$ cat config.mk
export PLATFORM = sky130hd
export DESIGN_NAME = coordinate_deque_unique_append_core
export DESIGN_NICKNAME = d
export VERILOG_FILES = /design/src/rtl/cdq_pkg.sv /design/src/rtl/cdq_store.sv /design/src/rtl/coordinate_deque_unique_append_core.sv
export SDC_FILE = /design/constraint.sdc
export NUM_CORES = 2
export LEC_CHECK = 0
export BUFFER_PORTS_ARGS = -buffer_cell sky130_fd_sc_hd__buf_2
export CAP_MARGIN = 20
export CORE_MARGIN = 2
export CORE_UTILIZATION = 35
export CTS_BUF_LIST = sky130_fd_sc_hd__clkbuf_8
export CTS_CLUSTER_DIAMETER = 30
export DETAILED_ROUTE_END_ITERATION = 6
export PLACE_DENSITY_LB_ADDON = 0.05
export SETUP_SLACK_MARGIN = 0.02
export SKIP_CTS_REPAIR_TIMING = 1
export SYNTH_ARGS = -nofsm -noshare
export SYNTH_HDL_FRONTEND = slang
export SYNTH_SLANG_ARGS = --single-unit
export TNS_END_PERCENT = 1
$ cat constraint.sdc
create_clock -name clk_i -period 5.7 [get_ports clk_i]
set_input_delay 1.71 -clock clk_i [delete_from_list [all_inputs] [get_ports clk_i]]
set_output_delay 1.71 -clock clk_i [all_outputs]
set_load 0.005 [all_outputs]
$ cat src/rtl/cdq_pkg.sv
// Shared types and constants for the coordinate deque.
`default_nettype none

package cdq_pkg;

  localparam int unsigned DEPTH_DEFAULT      = 64;
  localparam int unsigned COORD_BITS_DEFAULT = 16;
  localparam int unsigned COORD_PORT_W       = 16;
  localparam int unsigned STATE_W            = 8;
  localparam int unsigned LENGTH_W           = 7;

  typedef enum logic [1:0] {
    KIND_APPEND = 2'd0,
    KIND_PUSH   = 2'd1,
    KIND_POP    = 2'd2,
    KIND_CLEAR  = 2'd3
  } kind_e;

  typedef struct packed {
    logic rd_en;
    logic wr_en;
  } mem_cmd_t;

endpackage

`default_nettype wire

$ cat src/rtl/cdq_store.sv
// Entry memory with registered read port and key compare on the read data.
`default_nettype none

module cdq_store #(
  parameter int unsigned DEPTH   = cdq_pkg::DEPTH_DEFAULT,
  parameter int unsigned COORD_W = cdq_pkg::COORD_BITS_DEFAULT
) (
  input  wire logic                       clk_i,
  input  wire cdq_pkg::mem_cmd_t          cmd_i,
  input  wire logic [$clog2(DEPTH)-1:0]   rd_addr_i,
  input  wire logic [$clog2(DEPTH)-1:0]   wr_addr_i,
  input  wire logic [COORD_W-1:0]         key_x_i,
  input  wire logic [COORD_W-1:0]         key_y_i,
  input  wire logic [cdq_pkg::STATE_W-1:0] key_s_i,
  output logic      [COORD_W-1:0]         rd_x_o,
  output logic      [COORD_W-1:0]         rd_y_o,
  output logic      [cdq_pkg::STATE_W-1:0] rd_s_o,
  output logic                            match_o
);

  localparam int unsigned EntW = 2 * COORD_W + cdq_pkg::STATE_W;

  logic [EntW-1:0] mem_q [DEPTH];
  logic [EntW-1:0] rd_data_q;

  always_ff @(posedge clk_i) begin
    if (cmd_i.wr_en) begin
      mem_q[wr_addr_i] <= {key_x_i, key_y_i, key_s_i};
    end
  end

  always_ff @(posedge clk_i) begin
    if (cmd_i.rd_en) begin
      rd_data_q <= mem_q[rd_addr_i];
    end
  end

  assign rd_x_o  = rd_data_q[EntW-1 -: COORD_W];
  assign rd_y_o  = rd_data_q[cdq_pkg::STATE_W +: COORD_W];
  assign rd_s_o  = rd_data_q[cdq_pkg::STATE_W-1:0];
  assign match_o = (rd_x_o == key_x_i) && (rd_y_o == key_y_i);

endmodule

`default_nettype wire

$ cat src/rtl/coordinate_deque_unique_append_core.sv
// Top level: ring-buffer deque of (x, y, state) entries with duplicate-checked append.
// Append scans the live entries one memory read per cycle and stays busy until the scan
//   decides (a duplicate ends the scan early); a new transaction is taken only when idle.
// Pop passes through ST_POP_RD and ST_POP_DATA (registered memory read); push, clear and empty pop use ST_EXEC.
// The result strobe done_o lasts one cycle; busy is already low then, start may follow.
// Reset empties the deque (head and count to zero); memory contents are not cleared.
`default_nettype none

module coordinate_deque_unique_append_core #(
  parameter int unsigned DEPTH      = cdq_pkg::DEPTH_DEFAULT,
  parameter int unsigned COORD_BITS = cdq_pkg::COORD_BITS_DEFAULT
) (
  input  wire logic                             clk_i,
  input  wire logic                             rst_ni,
  input  wire logic                             start,
  output logic                                  busy,
  input  wire logic [1:0]                       kind_i,
  input  wire logic [cdq_pkg::COORD_PORT_W-1:0] x_coord_i,
  input  wire logic [cdq_pkg::COORD_PORT_W-1:0] y_coord_i,
  input  wire logic [cdq_pkg::STATE_W-1:0]      cell_state_i,
  output logic                                  done_o,
  output logic                                  popped_valid_o,
  output logic      [cdq_pkg::COORD_PORT_W-1:0] popped_x_o,
  output logic      [cdq_pkg::COORD_PORT_W-1:0] popped_y_o,
  output logic      [cdq_pkg::STATE_W-1:0]      popped_state_o,
  output logic                                  inserted_o,
  output logic                                  duplicate_o,
  output logic                                  overflow_o,
  output logic      [cdq_pkg::LENGTH_W-1:0]     length_o,
  output logic                                  is_empty_o
);

  localparam int unsigned PortW  = cdq_pkg::COORD_PORT_W;
  localparam int unsigned StW    = cdq_pkg::STATE_W;
  localparam int unsigned LenW   = cdq_pkg::LENGTH_W;
  localparam int unsigned CoordW = (COORD_BITS < PortW) ? COORD_BITS : PortW;
  localparam int unsigned PtrW   = $clog2(DEPTH);
  localparam int unsigned CntW   = $clog2(DEPTH + 1);
  localparam int unsigned SumW   = CntW + 1;

  typedef enum logic [2:0] {
    ST_IDLE,
    ST_SCAN,
    ST_EXEC,
    ST_POP_RD,
    ST_POP_DATA
  } state_e;

  state_e          state_q;
  cdq_pkg::kind_e  kind_q;
  logic [CoordW-1:0] x_q, y_q;
  logic [StW-1:0]  s_q;
  logic [PtrW-1:0] head_q;
  logic [CntW-1:0] count_q;
  logic [PtrW-1:0] scan_ptr_q;
  logic [CntW-1:0] scan_left_q;
  logic            pend_q;

  logic            done_q, popped_valid_q, inserted_q, duplicate_q, overflow_q;
  logic [PortW-1:0] popped_x_q, popped_y_q;
  logic [StW-1:0]  popped_state_q;

  cdq_pkg::mem_cmd_t mem_cmd;
  logic [PtrW-1:0] rd_addr, wr_addr;
  logic [CoordW-1:0] rd_x, rd_y;
  logic [StW-1:0]  rd_s;
  logic            match;

  logic            full;
  logic            scan_hit, scan_miss;
  logic [PtrW-1:0] head_inc, head_dec, scan_inc, tail;
  logic [SumW-1:0] tail_sum;
  logic [LenW+CntW-1:0] len_ext;

  assign full      = (count_q == CntW'(DEPTH));
  assign scan_hit  = pend_q && match;
  assign scan_miss = (scan_left_q == '0) && !scan_hit;

  assign head_inc = (head_q == PtrW'(DEPTH - 1)) ? '0 : head_q + 1'b1;
  assign head_dec = (head_q == '0) ? PtrW'(DEPTH - 1) : head_q - 1'b1;
  assign scan_inc = (scan_ptr_q == PtrW'(DEPTH - 1)) ? '0 : scan_ptr_q + 1'b1;

  // head + count stays below 2*DEPTH, one conditional subtract wraps it
  always_comb begin
    tail_sum = SumW'(head_q) + SumW'(count_q);
    if (tail_sum >= SumW'(DEPTH)) begin
      tail_sum = tail_sum - SumW'(DEPTH);
    end
    tail = tail_sum[PtrW-1:0];
  end

  // Scan never overlaps a write: the write comes only in the deciding cycle.
  always_comb begin
    mem_cmd.rd_en = ((state_q == ST_SCAN) && (scan_left_q != '0)) || (state_q == ST_POP_RD);
    mem_cmd.wr_en = ((state_q == ST_SCAN) && scan_miss && !full) ||
                    ((state_q == ST_EXEC) && (kind_q == cdq_pkg::KIND_PUSH) && !full);
    rd_addr       = (state_q == ST_POP_RD) ? head_q : scan_ptr_q;
    wr_addr       = (state_q == ST_SCAN) ? tail : head_dec;
  end

  cdq_store #(
    .DEPTH   (DEPTH),
    .COORD_W (CoordW)
  ) u_store (
    .clk_i     (clk_i),
    .cmd_i     (mem_cmd),
    .rd_addr_i (rd_addr),
    .wr_addr_i (wr_addr),
    .key_x_i   (x_q),
    .key_y_i   (y_q),
    .key_s_i   (s_q),
    .rd_x_o    (rd_x),
    .rd_y_o    (rd_y),
    .rd_s_o    (rd_s),
    .match_o   (match)
  );

  always_ff @(posedge clk_i or negedge rst_ni) begin
    if (!rst_ni) begin
      state_q        <= ST_IDLE;
      kind_q         <= cdq_pkg::KIND_APPEND;
      x_q            <= '0;
      y_q            <= '0;
      s_q            <= '0;
      head_q         <= '0;
      count_q        <= '0;
      scan_ptr_q     <= '0;
      scan_left_q    <= '0;
      pend_q         <= 1'b0;
      done_q         <= 1'b0;
      popped_valid_q <= 1'b0;
      popped_x_q     <= '0;
      popped_y_q     <= '0;
      popped_state_q <= '0;
      inserted_q     <= 1'b0;
      duplicate_q    <= 1'b0;
      overflow_q     <= 1'b0;
    end else begin
      done_q <= 1'b0;
      unique case (state_q)
        ST_IDLE: begin
          if (start) begin
            kind_q         <= cdq_pkg::kind_e'(kind_i);
            x_q            <= x_coord_i[CoordW-1:0];
            y_q            <= y_coord_i[CoordW-1:0];
            s_q            <= cell_state_i;
            scan_ptr_q     <= head_q;
            scan_left_q    <= count_q;
            pend_q         <= 1'b0;
            popped_valid_q <= 1'b0;
            popped_x_q     <= '0;
            popped_y_q     <= '0;
            popped_state_q <= '0;
            inserted_q     <= 1'b0;
            duplicate_q    <= 1'b0;
            overflow_q     <= 1'b0;
            unique case (cdq_pkg::kind_e'(kind_i))
              cdq_pkg::KIND_APPEND: state_q <= ST_SCAN;
              cdq_pkg::KIND_POP:    state_q <= (count_q != '0) ? ST_POP_RD : ST_EXEC;
              default:              state_q <= ST_EXEC;
            endcase
          end
        end
        ST_SCAN: begin
          if (scan_hit) begin
            duplicate_q <= 1'b1;
            done_q      <= 1'b1;
            state_q     <= ST_IDLE;
          end else if (scan_miss) begin
            if (full) begin
              overflow_q <= 1'b1;
            end else begin
              count_q    <= count_q + 1'b1;
              inserted_q <= 1'b1;
            end
            done_q  <= 1'b1;
            state_q <= ST_IDLE;
          end else begin
            pend_q      <= 1'b1;
            scan_left_q <= scan_left_q - 1'b1;
            scan_ptr_q  <= scan_inc;
          end
        end
        ST_EXEC: begin
          unique case (kind_q)
            cdq_pkg::KIND_PUSH: begin
              if (full) begin
                overflow_q <= 1'b1;
              end else begin
                head_q     <= head_dec;
                count_q    <= count_q + 1'b1;
                inserted_q <= 1'b1;
              end
            end
            cdq_pkg::KIND_CLEAR: begin
              head_q  <= '0;
              count_q <= '0;
            end
            default: begin
              // pop of an empty deque: all flags stay low
            end
          endcase
          done_q  <= 1'b1;
          state_q <= ST_IDLE;
        end
        ST_POP_RD: begin
          state_q <= ST_POP_DATA;
        end
        ST_POP_DATA: begin
          popped_valid_q <= 1'b1;
          popped_x_q     <= PortW'(rd_x);
          popped_y_q     <= PortW'(rd_y);
          popped_state_q <= rd_s;
          head_q         <= head_inc;
          count_q        <= count_q - 1'b1;
          done_q         <= 1'b1;
          state_q        <= ST_IDLE;
        end
        default: begin
          state_q <= ST_IDLE;
        end
      endcase
    end
  end

  // count only changes inside a busy period, so it holds the post-op value while done_o is up
  assign len_ext = {{LenW{1'b0}}, count_q};

  assign busy           = (state_q != ST_IDLE);
  assign done_o         = done_q;
  assign popped_valid_o = popped_valid_q;
  assign popped_x_o     = popped_x_q;
  assign popped_y_o     = popped_y_q;
  assign popped_state_o = popped_state_q;
  assign inserted_o     = inserted_q;
  assign duplicate_o    = duplicate_q;
  assign overflow_o     = overflow_q;
  assign length_o       = len_ext[LenW-1:0];
  assign is_empty_o     = (count_q == '0);

endmodule

`default_nettype wire

### After elaboration in Yosys (flattened, before gate mapping)

Memory sizes are Yosys's and may differ from the RTL's. A register that Yosys moved wholly into a read port is not among the register bits.
Index checks and enable logic that the tools add are counted.

| cells by class | value |
|---|---|
| muxes and demuxes | 55 |
| reductions and logical operators | 34 |
| order comparisons | 1 |
| $add $sub $neg | 8 |
| equality and inequality tests | 21 |

Operators by type and width:

| operator | number |
|---|---|
| 16-bit one-hot mux with 2 select lines | 2 |
| 6-bit 2-to-1 mux | 10 |
| 7-bit 2-to-1 mux | 6 |
| 6-bit one-hot mux with 2 select lines | 3 |
| 16-bit equality test | 2 |
| 7-bit one-hot mux with 2 select lines | 2 |
| 7-bit one-hot mux with 3 select lines | 1 |
| 1-bit 2-to-1 mux | 17 |
| 16-bit 2-to-1 mux | 1 |
| 8-bit one-hot mux with 2 select lines | 1 |
| 7-bit logical NOT | 2 |
| 7-bit nonzero test | 2 |
| 7-bit by 1-bit subtractor with 7-bit output, second input constant | 2 |
| 6-bit by 1-bit adder with 6-bit output, second input constant | 2 |
| 6-bit equality test, second input constant | 2 |
| 6-bit by 1-bit subtractor with 6-bit output, second input constant | 2 |
| 2-bit inequality test, second input constant | 5 |
| 3-bit 2-to-1 mux | 3 |
| 3-bit one-hot mux with 3 select lines | 1 |
| 3-bit nonzero test | 3 |
| 6-bit by 7-bit adder with 8-bit output | 1 |
| 8-bit by 7-bit greater-or-equal comparator with 1-bit output, second input constant | 1 |
| 1-bit logical AND | 8 |
| 8-bit 2-to-1 mux | 1 |
| other kinds (24) | 39 |

| storage, ports and cells | value |
|---|---|
| memories | 1 |
| output and inout bits | 54 |
| RAM bits | 2,560 |
| word-level logic and storage cells | 138 |
| register bits after elaboration | 117 |

Memories:

| memory | depth | width | rd ports | clocked after memory_dff | wr ports | line | RTL |
|---|---|---|---|---|---|---|---|
| u_store.mem_q | 64 | 40 | 1 | 1 | 1 | cdq_store.sv:23 | `logic [EntW-1:0] mem_q [DEPTH];` |

### Longest topological paths before layout

| logic depth | value |
|---|---|
| word-level depth | 10 |
| depth in mapped cells | 11 |
| depth with buffers taken out | 9 |

### Hierarchy

Synthesis repeated with hierarchy kept, for this count alone.

| second synthesis, totals | value |
|---|---|
| cells, all modules | 4,907 |
| area, all modules | 104,293.8 µm² |

Modules (own cells, without submodules):

| module | instances | seq. area each (µm²) | area an instance (µm²) | cells an instance |
|---|---|---|---|---|
| cdq_store | 1 | 78,074.9 | 98,595.8 | 4,238 |
| coordinate_deque_unique_append_core | 1 | 2,927.8 | 5,698.0 | 669 |

### Worst setup path after synthesis

OpenSTA, ideal clock, no wires.

| path | value |
|---|---|
| path kind | flip-flop to flip-flop |
| start | reg y_q[4] |
| end | mem u_store.mem_q[32][0] in the netlist's numbering (enable) |
| path slack | 1.168 ns |
| data arrival time | 4.095 ns |
| required time | 5.262 ns |
| buffers on the path | 2 |
| setup time | 0.438 ns |
| stages on the path, launching flop included | 10 |
| cell sequence | dfrtp_1 xor2_1 nor4_1 nand4_1 nor4_1 buf_2 o41ai_1 nand2_1 buf_2 nor2_1 |

| between the ends | value |
|---|---|
| cells in the longest elaborated chain, start to end | 10 |

RTL lines:

| what | line | RTL |
|---|---|---|
| from (decl) | coordinate_deque_unique_append_core.sv:51 | `logic [CoordW-1:0] x_q, y_q;` |
| from (signal assigned) | coordinate_deque_unique_append_core.sv:145 | `y_q <= y_coord_i[CoordW-1:0];` |
| 16-bit equality test | cdq_store.sv:41 | `assign match_o = (rd_x_o == key_x_i) && (rd_y_o == key_y_i);` |
| 1-bit logical AND | cdq_store.sv:41 |  |
| 1-bit logical AND | coordinate_deque_unique_append_core.sv:76 | `assign scan_hit = pend_q && match;` |
| 1-bit logical NOT | coordinate_deque_unique_append_core.sv:77 | `assign scan_miss = (scan_left_q == '0) && !scan_hit;` |
| 1-bit logical AND | coordinate_deque_unique_append_core.sv:77 |  |
| 1-bit logical AND (2 in series) | coordinate_deque_unique_append_core.sv:95 | `mem_cmd.wr_en = ((state_q == ST_SCAN) && scan_miss && !full) \|\|` |
| 1-bit logical OR | coordinate_deque_unique_append_core.sv:95 |  |
| 1-bit 2-to-1 mux | cdq_store.sv:27 | `if (cmd_i.wr_en) begin` |
| 1-bit 2-to-1 mux (implied by the code) | cdq_store.sv:28 | `mem_q[wr_addr_i] <= {key_x_i, key_y_i, key_s_i};` |
| to (decl) | cdq_store.sv:23 |  |

Every way passes these cells.

### Worst setup path after layout

| path | value |
|---|---|
| start | reg count_q[0] (netlist: length_o[0]) |
| end | out is_empty_o |

| between the ends | value |
|---|---|
| cells in the longest elaborated chain, start to end | 1 |

RTL lines:

| what | line | RTL |
|---|---|---|
| from (decl) | coordinate_deque_unique_append_core.sv:54 | `logic [CntW-1:0] count_q;` |
| from (signal assigned) | coordinate_deque_unique_append_core.sv:173 | `count_q <= count_q + 1'b1;` |
| from (signal assigned) | coordinate_deque_unique_append_core.sv:191 | `count_q <= count_q + 1'b1;` |
| from (signal assigned) | coordinate_deque_unique_append_core.sv:215 | `count_q <= count_q - 1'b1;` |
| 7-bit logical NOT | coordinate_deque_unique_append_core.sv:239 | `assign is_empty_o = (count_q == '0);` |
| to (decl) | coordinate_deque_unique_append_core.sv:30 | `output logic is_empty_o` |

Every way passes these cells.

==> impl_metrics.yaml <==
setup_path:
  r2r-end: "u_store.rd_data_q[9]$_DFFE_PP_"
  critPathMaxFanout: 7
  crit_path_end: "is_empty_o"
  crit_start: "length_o[0]$_DFFE_PN0P_"
  critPathRequiredTime_ns: 3.99
  path_cells: "inv_1 > ha_1 > or3b_1 > or3_1 > nor2_1 > buf_2"
  start_kind: "flop"
  path_delay_family: "simple AND/OR/NAND/NOR gates"
  critPathMaxStageDelay_ns: 0.47
  reg2regPathDepth: 10
  worstPathArrival_ns: 3.23
  path_depth: 6
  rrSetupSlack_ns: 1.07
  path_buf_inv: 2
  rr_startpoint: "state_q[2]$_DFFE_PN0P_"
  critPathKind: "reg -> out"
  slowest_stage: "dfrtp_1"
  cp-end-kind: "primary output"
routing:
  post_drt_wl_per_cell_um: 32.0
  viasPerCell: 5.32
  drc: 0
  routed_wl_mm: 355
  drt_iter0_drc: 5271
  ant_nets: 0
  drtPass1Iterations: 6
  vias: 59000
cells_and_area:
  area_delta_synth_final_pct: 21.1
  regArea_sq_um: 81100
  drive_gt1_share_pct: 22.1
  fin_util_pct: 42.7
  nFillCells: 26600
  layout.nets: 6680
  multi_input_comb_area_sq_um: 23100
  final_area_sq_um: 127000
  stdcell_count: 11100
worst_hold_path:
  min_delay_path_depth: 2
  hp-class: "reg -> reg"
pwr:
  seq_power_share_pct: 36.9
  pwr-share-comb_pct: 29.4
  leakagePower_uw: 0.0455
  internal_power_uw: 46100
  power_density_nw_per_um2: 556
  power_switching_uw: 24400
  vdd_drop_max_uv: 448
  pwr-share-clk_pct: 33.7
  p_sw_share_pct: 34.6
timing:
  max_clock_freq_mhz: 203
  slew_violations: 0
  rsz0062_at_grt: "no"
  final_hold_viol_count: 0
  tns_ns: 0
  period_needed_ns: 4.94
  clock_skew_ns: 0.0829
  fin_crit_sh_pct: 86.6
  tightest_slew_ns: 1.31
  setup_slack_ns: 0.763
  max_slew_margin_pct: 11.7
  finalSetupViolCount: 0
run_status:
  run_status: "complete, no violations"
clock_tree:
  cts-root-buf: "clkbuf_8"
  path_clk_slew_ns: 0.06
  cts_made_buffers: 633
  clock-sinks: 2717
  cts_buffer_depth: 4
  htreeDepth: 6
  cts_tree: "yes"
  clkLatencyLatePin_ns: 1.17
global_route:
  met2_usage_pct: 37.1
  grtUsageMet3_pct: 3.53
  grt_util_met1_pct: 31.5
  grt_pass1_wl_mm: 488
  track_usage_pct: 23.0
  grt_overflow: 0
  grt-busiest-layer: "met2"
  antenna_found_initial: 26
  grt_pass1_vias: 60400
  grt_max_degree: 118
floorplanning:
  die_area_sq_um: 304000
  die_w_um: 551
  core_sq_um: 297000
  die_h_um: 551
  start_util_pct: 35.2
  ios: 99
  rows: 200
placement:
  placed_cells: 9923
  place.gp.congestion: 0.867
  post-place-ws_ns: 0.912
  place.detailed.hpwl_mm: 199
  port_buffers: 98
  detailed_place.area_sq_um: 113000
synth:
  netlist_instances: 5874
  yosysWarnings: 0
  synth_area_sq_um: 105000
  synth-seq-area-share_pct: 77.3
  ys_types: 65
  syn_nets: 5933
  synthFlopType: "edfxtp_1"
  syn_area_per_cell_sq_um: 17.8
  ys_seq_elements: 2717
  synth_edf_count: 2600
  async_flop_share_pct: 4.31
job:
  drv_cap: 0
-- metal layers --
layer  part of all wire [%]  vias up
met5                 0.0037        -
met4                    3.6        2
met1                     45    31100
met3                    4.7      556
li1                       -    25500
met2                     47     1808
-- metrics by stage --
stage	hold slack, ns	power [uW]
after floorplan	0.415	37900
after global placement	0.434	47100
after detailed placement	0.427	47200
after CTS	0.439	71200
after global routing	0.481	73300
final	0.434	70600
-- cell type report --
class	count	area share, %
repair buffers	457	3.26
inverters	16	0.0474
multi-input cells	2796	18.2
diodes	11	0.0217
clock inverters	498	3.56
clock buffers	656	7.12
flip-flops and latches	2717	63.9
well taps	3939	3.89
-- sequential cells by signal, indices dropped and copies added, names as in the netlist --
register,flops
done_o,1
duplicate_o,1
head_q,6
inserted_o,1
kind_q,2
length_o,7
overflow_o,1
pend_q,1
popped_state_o,8
popped_valid_o,1
popped_x_o,16
popped_y_o,16
s_q,8
scan_left_q,7
scan_ptr_q,6
state_q,3
u_store.mem_q,2560
u_store.rd_data_q,40
x_q,16
y_q,16
-- Yosys cell counts (4+ instances only) --
library cell  instances  area (sq um)
nand2_2               8          50.1
xnor2_1               8          70.1
mux2i_1            1283         12800
nand4_1              42           263
o22ai_1             644          4030
nand3b_1             11          82.6
o41ai_1             161          1410
buf_4                18           135
mux2_2                4          45.0
edfxtp_1           2600         78100
nor4_1                7          43.8
o32ai_1               4          35.0
a21oi_1              28           140
nor3_1               14          70.1
nand2b_1              6          37.5
and3_1                5          31.3
inv_1                15          56.3
xor2_1               31           272
a22o_1                7          61.3
buf_2               208          1040
a31oi_1               7          43.8
buf_6                 9           101
o31ai_1               7          52.6
nand2_1             278          1040
buf_1                 7          26.3
o21ai_0              24           120
nand3_1              52           260
dfrtp_1             117          2930
clkbuf_1            103           387
ha_1                 13           163
or3_1                 4          25.0
nor2_1               95           357
a21o_1                5          37.5
-- power groups by stage --
stage | combinational, uW | sequential (uW) | clock (uW)
after floorplan | 10500 | 27400 | 0
after global placement | 20500 | 26500 | 0
after detailed placement | 20800 | 26400 | 0
after CTS | 20800 | 26000 | 24300
after global routing | 21900 | 26100 | 25300
final | 20700 | 26100 | 23800
-- kinds of logic after synthesis --
logic type / Yosys count / share of synthesized area (%)
buffers and inverters: 361 / 1.67
adder cells (fa/ha/maj): 14 / 0.174
multiplexers: 1287 / 12.3
flip-flops: 2717 / 77.3
XOR/XNOR: 39 / 0.326
AND/OR/NAND/NOR: 540 / 2.31
AO/OA/AOI/OAI: 916 / 5.90
-- worst min-delay path, delay by kind of cell, from the launching register on --
| kind | cells | cell delay, ns |
|---|---|---|
| and+or+nand+nor | 2 | 0.08 |
| DFF | 1 | 0.31 |
-- worst min path at each step --
| stage | from | end | slack [ns] |
|---|---|---|---|
| 2_1_floorplan | u_store.rd_data_q[0]$_DFFE_PP_ | popped_state_o[0]$_DFFE_PN0P_ | 0.41 |
| 3_3_place_gp | u_store.rd_data_q[4]$_DFFE_PP_ | popped_state_o[4]$_DFFE_PN0P_ | 0.43 |
| 3_5_place_dp | u_store.rd_data_q[4]$_DFFE_PP_ | popped_state_o[4]$_DFFE_PN0P_ | 0.43 |
| 4_1_cts | u_store.rd_data_q[4]$_DFFE_PP_ | popped_state_o[4]$_DFFE_PN0P_ | 0.44 |
| 5_1_grt | u_store.rd_data_q[3]$_DFFE_PP_ | popped_state_o[3]$_DFFE_PN0P_ | 0.48 |
| 6_report | u_store.rd_data_q[4]$_DFFE_PP_ | popped_state_o[4]$_DFFE_PN0P_ | 0.43 |
-- placed cells by master, fill, tap and decap left out, types with 6 or more instances in the layout --
| cell type | instances |
|---|---|
| a21oi_1 | 26 |
| a22o_1 | 7 |
| a31oi_1 | 7 |
| buf_12 | 77 |
| buf_2 | 105 |
| buf_4 | 274 |
| bufinv_16 | 74 |
| clkbuf_8 | 656 |
| clkinv_1 | 115 |
| clkinv_2 | 109 |
| clkinv_4 | 8 |
| clkinv_8 | 9 |
| clkinvlp_4 | 43 |
| dfrtp_1 | 77 |
| dfrtp_2 | 40 |
| diode_2 | 11 |
| edfxtp_1 | 2600 |
| ha_1 | 13 |
| inv_1 | 121 |
| inv_12 | 6 |
| inv_6 | 13 |
| inv_8 | 13 |
| mux2i_1 | 1283 |
| nand2_1 | 276 |
| nand2_8 | 7 |
| nand2b_1 | 6 |
| nand3_1 | 52 |
| nand3b_1 | 11 |
| nand4_1 | 42 |
| nor2_1 | 30 |
| nor2_4 | 65 |
| nor3_1 | 14 |
| nor4_1 | 6 |
| o21ai_0 | 24 |
| o22ai_1 | 644 |
| o41ai_1 | 110 |
| o41ai_2 | 51 |
| xnor2_1 | 8 |
| xor2_1 | 31 |
Note: power is estimated with default switching activity, not from simulation.
